`config.mk`:
```
export PLATFORM = sky130hd
export DESIGN_NAME = spq_cell
export DESIGN_NICKNAME = d
export VERILOG_FILES = /design/src/hw/rtl/spq_pkg.sv /design/src/hw/rtl/spq_cell.sv
export SDC_FILE = /design/constraint.sdc
export NUM_CORES = 1
export LEC_CHECK = 0
export ABC_CLOCK_PERIOD_IN_PS = 7400
export BUFFER_PORTS_ARGS = -buffer_cell sky130_fd_sc_hd__buf_2
export CORE_MARGIN = 8
export CORE_UTILIZATION = 48
export DETAILED_ROUTE_END_ITERATION = 8
export GPL_TIMING_DRIVEN = 0
export PLACE_DENSITY_LB_ADDON = 0.12
export SLEW_MARGIN = 25
export SYNTH_ARGS = -nofsm -noshare
export SYNTH_HDL_FRONTEND = slang
export SYNTH_SLANG_ARGS = --single-unit
```
`constraint.sdc`:
```
create_clock -name clk -period 7.4 [get_ports clk]
set_input_delay 0.74 -clock clk [delete_from_list [all_inputs] [get_ports clk]]
set_output_delay 0.74 -clock clk [all_outputs]
set_load 0.02 [all_outputs]
```
`src/hw/rtl/spq_pkg.sv`:
```
package spq_pkg;

    localparam int DEPTH     = 16;
    localparam int KEY_WIDTH = 16;
    localparam int TAG_WIDTH = 8;
    localparam int CNT_WIDTH = $clog2(DEPTH + 1);

    typedef logic [KEY_WIDTH-1:0] key_t;
    typedef logic [TAG_WIDTH-1:0] tag_t;
    typedef logic [CNT_WIDTH-1:0] cnt_t;

    typedef enum logic {
        OP_INSERT = 1'b0,
        OP_POP    = 1'b1
    } op_t;

    typedef enum logic [1:0] {
        ST_OK    = 2'd0,
        ST_FULL  = 2'd1,
        ST_EMPTY = 2'd2
    } status_t;

    // per-cycle command broadcast to every cell
    typedef struct packed {
        logic ins;
        logic pop;
        key_t key;
        tag_t tag;
    } cell_ctrl_t;

endpackage

```
`src/hw/rtl/spq_cell.sv`:
```
module spq_cell import spq_pkg::*;
(
    input  logic       clk,
    input  cell_ctrl_t ctrl,
    input  logic       occ,
    input  logic       prev_gt,
    input  key_t       left_key,
    input  tag_t       left_tag,
    input  key_t       right_key,
    input  tag_t       right_tag,
    output logic       gt,
    output key_t       key,
    output tag_t       tag
);

    key_t key_reg, key_next;
    tag_t tag_reg, tag_next;

    // slot lies behind the insert point: free, or holds a strictly larger key
    assign gt  = !occ || (key_reg > ctrl.key);
    assign key = key_reg;
    assign tag = tag_reg;

    always_comb
    begin
        key_next = key_reg;
        tag_next = tag_reg;
        if (ctrl.ins && gt)
        begin
            if (prev_gt)
            begin
                key_next = left_key;
                tag_next = left_tag;
            end
            else
            begin
                key_next = ctrl.key;
                tag_next = ctrl.tag;
            end
        end
        else if (ctrl.pop)
        begin
            key_next = right_key;
            tag_next = right_tag;
        end
    end

    always_ff @(posedge clk)
    begin
        key_reg <= key_next;
        tag_reg <= tag_next;
    end

endmodule

```
**Word level (Yosys, flattened, before mapping)**

Cells that the tools add are included.

- Output and inout bits: 25
- Logic and storage cells: 13
- Input bits: 77
- Register bits after elaboration: 24

- $lt $le $gt $ge: 1
- Reductions and logical operators: 4
- Mux-type cells: 6

Operator list:

| kind | number |
|---|---|
| $mux 16 | 3 |
| $mux 8 | 3 |
| $gt 16x16->1 | 1 |
| $reduce_bool 2->1 | 1 |
| $logic_and 1x1->1 | 1 |
| $logic_not 1->1 | 1 |
| $logic_or 1x1->1 | 1 |

**Logic depth before layout (Yosys ltp)**

Gate-level depths: netlist of the first run.

- Depth after elaboration: 4
- Gate-level depth with buffers: 9
- Mapped depth without buffers: 7

**Least setup slack after synthesis of the first run**

Ideal clock, no wire load.

- Path type: input -> output
- Start point: input port ctrl[23] (netlist bit)
- End point: output port gt
- Stages on the path: 7
- Slack: 4294 ps
- Arrival: 2366 ps
- Path buffers: 0
- Data required time: 6660 ps
- Cell sequence: inv_1 > ha_1 > nand4_2 > nor4_1 > a21boi_1 > nor4_1 > o21ai_0

- Cells in the longest elaborated chain, start to end: 2

Ends and longest elaborated chain:

| element | RTL line | text |
|---|---|---|
| start: declaration | spq_cell.sv:4 | `input cell_ctrl_t ctrl,` |
| $gt 16x16->1 | spq_cell.sv:20 | `assign gt = !occ \|\| (key_reg > ctrl.key);` |
| $logic_or 1x1->1 | spq_cell.sv:20 |  |
| end: declaration | spq_cell.sv:11 | `output logic gt,` |

Every way passes these cells.

**Worst setup path after layout of the first run**

Ends and elaborated chain as after synthesis.

==> results of run 1 <==
-- per-layer routing --
metal  track usage (%)  wire [µm]  vias up
li1                  -          -      781
met4              3.40         19        0
met3              7.14        499        2
met5                 0          0        -
met1              17.0       1920      698
met2              25.8       2230       61
-- cell usage after synthesis (all sizes together) --
cell and number:
clkbuf 4, mux2 33, buf 3, o211ai 1, or3 1, ha 16
inv 16, or2 1, nand4 3, or4 1, o21ai 18, a21boi 1
o311a 1, nand3 1, and3 1, nor3 1, nand2 19, edfxtp 24
a21oi 5, and2 2, a21o 1, nor2b 1, nor4 2, nor2 1
a2111oi 1
-- power by group --
part           internal, mW  switching, mW
Clock                0.0364         0.0417
Sequential            0.171        0.00685
Combinational        0.0729         0.0751
Total                 0.281          0.124
-- placed cells by master, fill, tap and decap left out --
cell       Yosys  layout
nor2_1         1       1
edfxtp_1      24      24
buf_2          0     100
or3_2          1       1
and3_1         1       1
nor3_1         1       1
a2111oi_0      1       1
buf_12         2       2
nand4_1        2       2
or2_2          1       1
nand2_1       19      19
and2_1         2       2
o21ai_0       18      18
o311a_1        1       1
clkbuf_8       0       3
inv_1         16      16
nand3_1        1       1
nand4_2        1       1
buf_6          1       1
o211ai_1       1       1
ha_1          16      16
mux2_4        19      19
a21boi_1       1       1
a21oi_1        5       5
nor2b_1        1       1
a21o_1         1       1
mux2_2        14      14
or4_1          1       1
clkbuf_1       4       4
nor4_1         2       2
-- cell families after synthesis --
kind of cell / share of synthesized area, %
fa+ha+maj: 11.0
compound gates: 8.62
simple gates: 9.30
mux: 24.4
buf+inv: 6.96
flops: 39.7
-- final timing paths --
path                 startpoint      end  slack (ns)  depth (start not counted)
setup / recovery       ctrl[23]       gt        4.16                          9
hold / removal    right_key[14]  key[14]        0.77                          2
setup reg to reg        key[15]   key[1]        4.42                          8
hold reg to reg         key[15]  key[15]        1.18                          5
-- critical path: stages --
cell      delay, ns
buf_2          0.08
inv_1          0.04
ha_1           0.32
nand4_2        0.16
nor4_1         0.42
a21boi_1       0.27
nor4_1         0.08
o21ai_0        0.19
buf_2          0.20
-- metrics by stage --
stage / setup WS, ns / cells
after CTS: 4.17 / 309
final: 4.16 / 309
after detailed placement: 3.94 / 306
after floorplan: 4.29 / 158
after global routing: 3.98 / 309
after global placement: 3.93 / 306
-- area by class of cell --
class	instances	share of cell area [%]
multi-input cells	111	40.1
flip-flops and latches	24	29.8
repair buffers	100	20.7
clock buffers	3	1.71
well taps	48	2.48
plain buffers	7	2.74
inverters	16	2.48
==> summary.txt, run 1 <==
Finish
  • Fin util: between 60 and 70%
  • ANT cells: 0
  • Nets: between 300 and 400
  • Layout area overhead: 33.1%
  • Area occupied by multi-input gates: about 970 µm²
  • Fill count: 327
  • Storage cell area: 721 µm²
  • Max FFs per register: 16
  • Design Area, Final: 2420 µm²
  • Ratio of cells with drive above 1 in the final layout: a little over half

Placement
  • IO Port Bufs: 100
  • Post-DP HPWL: ~3800 µm
  • Gpl congestion: 0.719
  • Area after DPL: 2380 µm²

GRT
  • First-pass GRT wire length: 7600 µm
  • Vias in the first global route: ~1700
  • Largest net degree at the start of global routing: 25
  • Initial antenna violation count: 0
  • Global route total overflow: 0
  • All-Layer GR Usage: between 15 and 20%

Worst setup path
  • Largest fanout on the critical path: 4
  • CP Capture Type: output port
  • WS Path Type: in2out
  • Req. time, crit path: 6.66 ns
  • Critical path arrival: between 2 and 3 ns
  • CP Launch Type: input port

Synth
  • Syn Nets: ~250
  • Post-synthesis sequential area ratio: 39.7%
  • Post-synthesis cell type count: 28
  • Flop and latch count out of synthesis: 24
  • Syn Area/Cell: roughly 11 µm²
  • Synth warn: 0
  • Cell taking the most area after synthesis: edfxtp_1
  • Cell Area, Synth: ~1800 µm²
  • Post-Syn Instances: 158
  • Top post-synthesis cells by area: edfxtp_1 (40%), mux2_4 (16%), ha_1 (11%)
  • Synth top area share: 39.7%

Die
  • Die Span Y: about 78 µm
  • Num ports: roughly 100
  • Initial Util: between 40 and 50%
  • CORE AREA: about 3700 µm²
  • Die Width: between 70 and 80 µm
  • Die ar.: roughly 6000 µm²
  • Cell Rows: 22

Clock tree
  • Hold Buf Count CTS: 0
  • CTS Buf Count: 3
  • Clock Sinks: 24
  • # Post-CTS Setup Buffers: 0
  • Clock Path Buffers: 2
  • Clk pin slew, worst setup/hold paths: around 0.090 ns
  • Clock Latency Late Sink: around 0.26 ns
  • Number of gates resized after CTS: 0
  • CTS tree: done
  • Clk root buf: clkbuf_8
  • H-Tree Depth: 1

Timing
  • RSZ-0062 raised after global routing: no
  • Worst slew pin tran: ~0.59 ns
  • FMAX: 309 MHz
  • Minimum hold slack: 0.768 ns
  • Final Skew: approximately 0.0045 ns
  • Endpoints failing setup: 0
  • Fin crit period: roughly 3.2 ns
  • TNS Setup: 0 ns
  • Slew headroom: 59.8%
  • Final hold vios: 0
  • Max Slew Vio Count: 0
  • Fin crit share: 43.8%

Flow run
  • Maxcap violations: 0

Routing
  • DRT Pass-1 Iters: 4
  • Vias after detailed routing: around 1500
  • Iter 0 DRT Violations: 33
  • Via density: roughly 5.0
  • Avg WL per Cell: ~15 µm
  • Post-DRT Antenna Nets: 0
  • DRC violations left: 0
  • Detailed-route wire length: between 4000 and 5000 µm

Power and ir drop
  • Pwr Density: about 170 nW/µm²
  • Pwr Total: slightly above 0.4 mW
  • Peak VDD IR: 0.0942 mV
  • Leak Pwr: between 1 and 1.5 nW

Outcome
  • Status: completed

Hold path
  • Hold Crit Class: in2reg
Note: power is estimated with default switching activity, not from simulation.
==> inputs of run 2 (changes only) <==
- ABC_CLOCK_PERIOD_IN_PS: 7400 -> 3200
- CORE_UTILIZATION: 48 -> 45
- clock period: 7.4 -> 3.2 ns (I/O delays scaled with it)
==> summary.txt, run 2 (same netlist as run 1, synthesis figures left out) <==
Routing
  • Vias after detailed routing: 1536 (was 1542)
  • Detailed-route wire length: 4800 µm (was 4670 µm)
  • DRT Pass-1 Iters: 4 (unchanged)
  • Via density: 4.94 (was 4.99)
  • Avg WL per Cell: 15.4 µm (was 15.1 µm)
  • Iter 0 DRT Violations: 29 (was 33)
  • Post-DRT Antenna Nets: 0 (unchanged)
  • DRC violations left: 0 (unchanged)

Worst setup path
  • Largest fanout on the critical path: 24 (was 4)
  • Req. time, crit path: 3.10 ns (was 6.66 ns)
  • Critical path arrival: 2.88 ns (was 2.50 ns)
  • CP Launch Type: flip-flop (was input port)
  • WS Path Type: reg2reg (was in2out)
  • CP Capture Type: flip-flop (was output port)

Finish
  • Fin util: 61.4% (was 66.0%)
  • Storage cell area: 721 µm² (unchanged)
  • ANT cells: 0 (unchanged)
  • Ratio of cells with drive above 1 in the final layout: 54.4% (unchanged)
  • Nets: 356 (unchanged)
  • Area occupied by multi-input gates: 968 µm² (unchanged)
  • Max FFs per register: 16 (unchanged)
  • Non-filler instance count after layout: 311 (was 309)
  • Fill count: 353 (was 327)
  • Commonest non-fill, non-tap cell in the layout: buf_2 (unchanged)
  • Layout area overhead: 33.3% (was 33.1%)
  • Most frequent cells in the layout: buf_2 (100), edfxtp_1 (24), nand2_1 (19), mux2_4 (19), o21ai_0 (18) (unchanged)

Timing
  • Slew headroom: 60.8% (was 59.8%)
  • Max Slew Vio Count: 0 (unchanged)
  • Worst slew pin tran: 0.573 ns (was 0.588 ns)
  • TNS Setup: 0 ns (unchanged)
  • Endpoints failing setup: 0 (unchanged)
  • Post-route setup slack: 0.220 ns (was 4.16 ns)
  • FMAX: around 340 MHz
  • Fin crit period: about 3.0 ns
  • Fin crit share: 93.1%
  • Final hold vios: 0 (unchanged)
  • RSZ-0062 raised after global routing: no (unchanged)
  • Final Skew: 0.00451 ns (was 0.00454 ns)

Placement
  • Pre-CTS setup slack: 0.137 ns (was 3.94 ns)
  • Cells after DPL: 308 (was 306)
  • Gpl congestion: 0.738 (was 0.719)
  • IO Port Bufs: 100 (unchanged)
  • Post-DP HPWL: 3900 µm (was 3830 µm)

GRT
  • Vias in the first global route: 1685 (was 1706)
  • Largest net degree at the start of global routing: 25 (unchanged)
  • First-pass GRT wire length: 7610 µm (was 7600 µm)
  • All-Layer GR Usage: 15.0% (was 15.2%)
  • Initial antenna violation count: 0 (unchanged)
  • Global route total overflow: 0 (unchanged)

Clock tree
  • # Post-CTS Setup Buffers: 0 (unchanged)
  • H-Tree Depth: 1 (unchanged)
  • Number of gates resized after CTS: 0 (unchanged)
  • Clk pin slew, worst setup/hold paths: 0.08 ns (was 0.09 ns)
  • CTS Buf Count: 3 (unchanged)
  • Clock Sinks: 24 (unchanged)
  • Clk root buf: clkbuf_8 (unchanged)
  • Clock Latency Late Sink: 0.26 ns (about the same)
  • Hold Buf Count CTS: 0 (unchanged)
  • CTS tree: done (unchanged)
  • Clock Path Buffers: 2 (unchanged)

Flow run
  • Maxcap violations: 0 (unchanged)

Die
  • Num ports: 102 (unchanged)
  • Die Span Y: 79.5 µm (was 77.5 µm)
  • Die ar.: 6320 µm² (was 6010 µm²)
  • CORE AREA: 3940 µm² (was 3660 µm²)
  • Die Width: 79.5 µm (was 77.5 µm)
  • Cell Rows: 23 (was 22)
  • Initial Util: 46.0% (was 49.6%)

Power and ir drop
  • Peak VDD IR: 0.203 mV (was 0.0942 mV)
  • Leak Pwr: 1.22 nW (unchanged)
  • Pwr Total: 0.931 mW (was 0.404 mW)
  • Pwr Density: 385 nW/µm² (was 167 nW/µm²)

Hold path
  • Hold Crit Class: in2reg (unchanged)

Outcome
  • Status: completed (unchanged)
[run 2: layer usage]
metal	global-route usage, %	vias up	share of wire, %
li1	-	781	-
met1	16.2	689	39
met2	26.6	64	49
met3	5.86	2	12
met4	3.33	0	0.33
met5	0	-	0
[run 2: worst paths after layout]
path,end,from,slack (ns),depth (start not counted)
setup / recovery,key[2],key[15],0.22,8
hold / removal,tag[0],right_tag[0],0.35,2
setup reg to reg,key[2],key[15],0.22,8
hold reg to reg,tag[0],key[15],1.18,5
[run 2: power by group]
group	total (mW)	leakage (nW)	switching, mW	internal [mW]
Clock	0.176	0.0216	0.0916	0.0840
Combinational	0.344	0.955	0.176	0.169
Sequential	0.411	0.243	0.0147	0.396
[run 2: cell type report]
| type | count | share of cell area, % |
|---|---|---|
| Multi-Input combinational cell | 111 | 40.0 |
| Timing Repair Buffer | 100 | 20.7 |
| Tap cell | 50 | 2.59 |
| Inverter | 16 | 2.48 |
| Clock buffer | 3 | 1.71 |
| Sequential cell | 24 | 29.8 |
| Buffer | 7 | 2.74 |
[run 2: through the flow]
stage               area (µm²)  hold WS [ns]
finish                    2420         0.352
global route              2420         0.345
CTS                       2420         0.345
detailed placement        2380         0.624
global placement          2380         0.621
floorplan                 1820         0.538
[run 2: critical path: stages (launching register included)]
cell	delay (ns)
edfxtp_1	0.39
ha_1	0.34
nand4_2	0.15
nor4_1	0.44
a21boi_1	0.27
o311a_1	0.21
buf_6	0.15
buf_12	0.15
or2_2	0.50
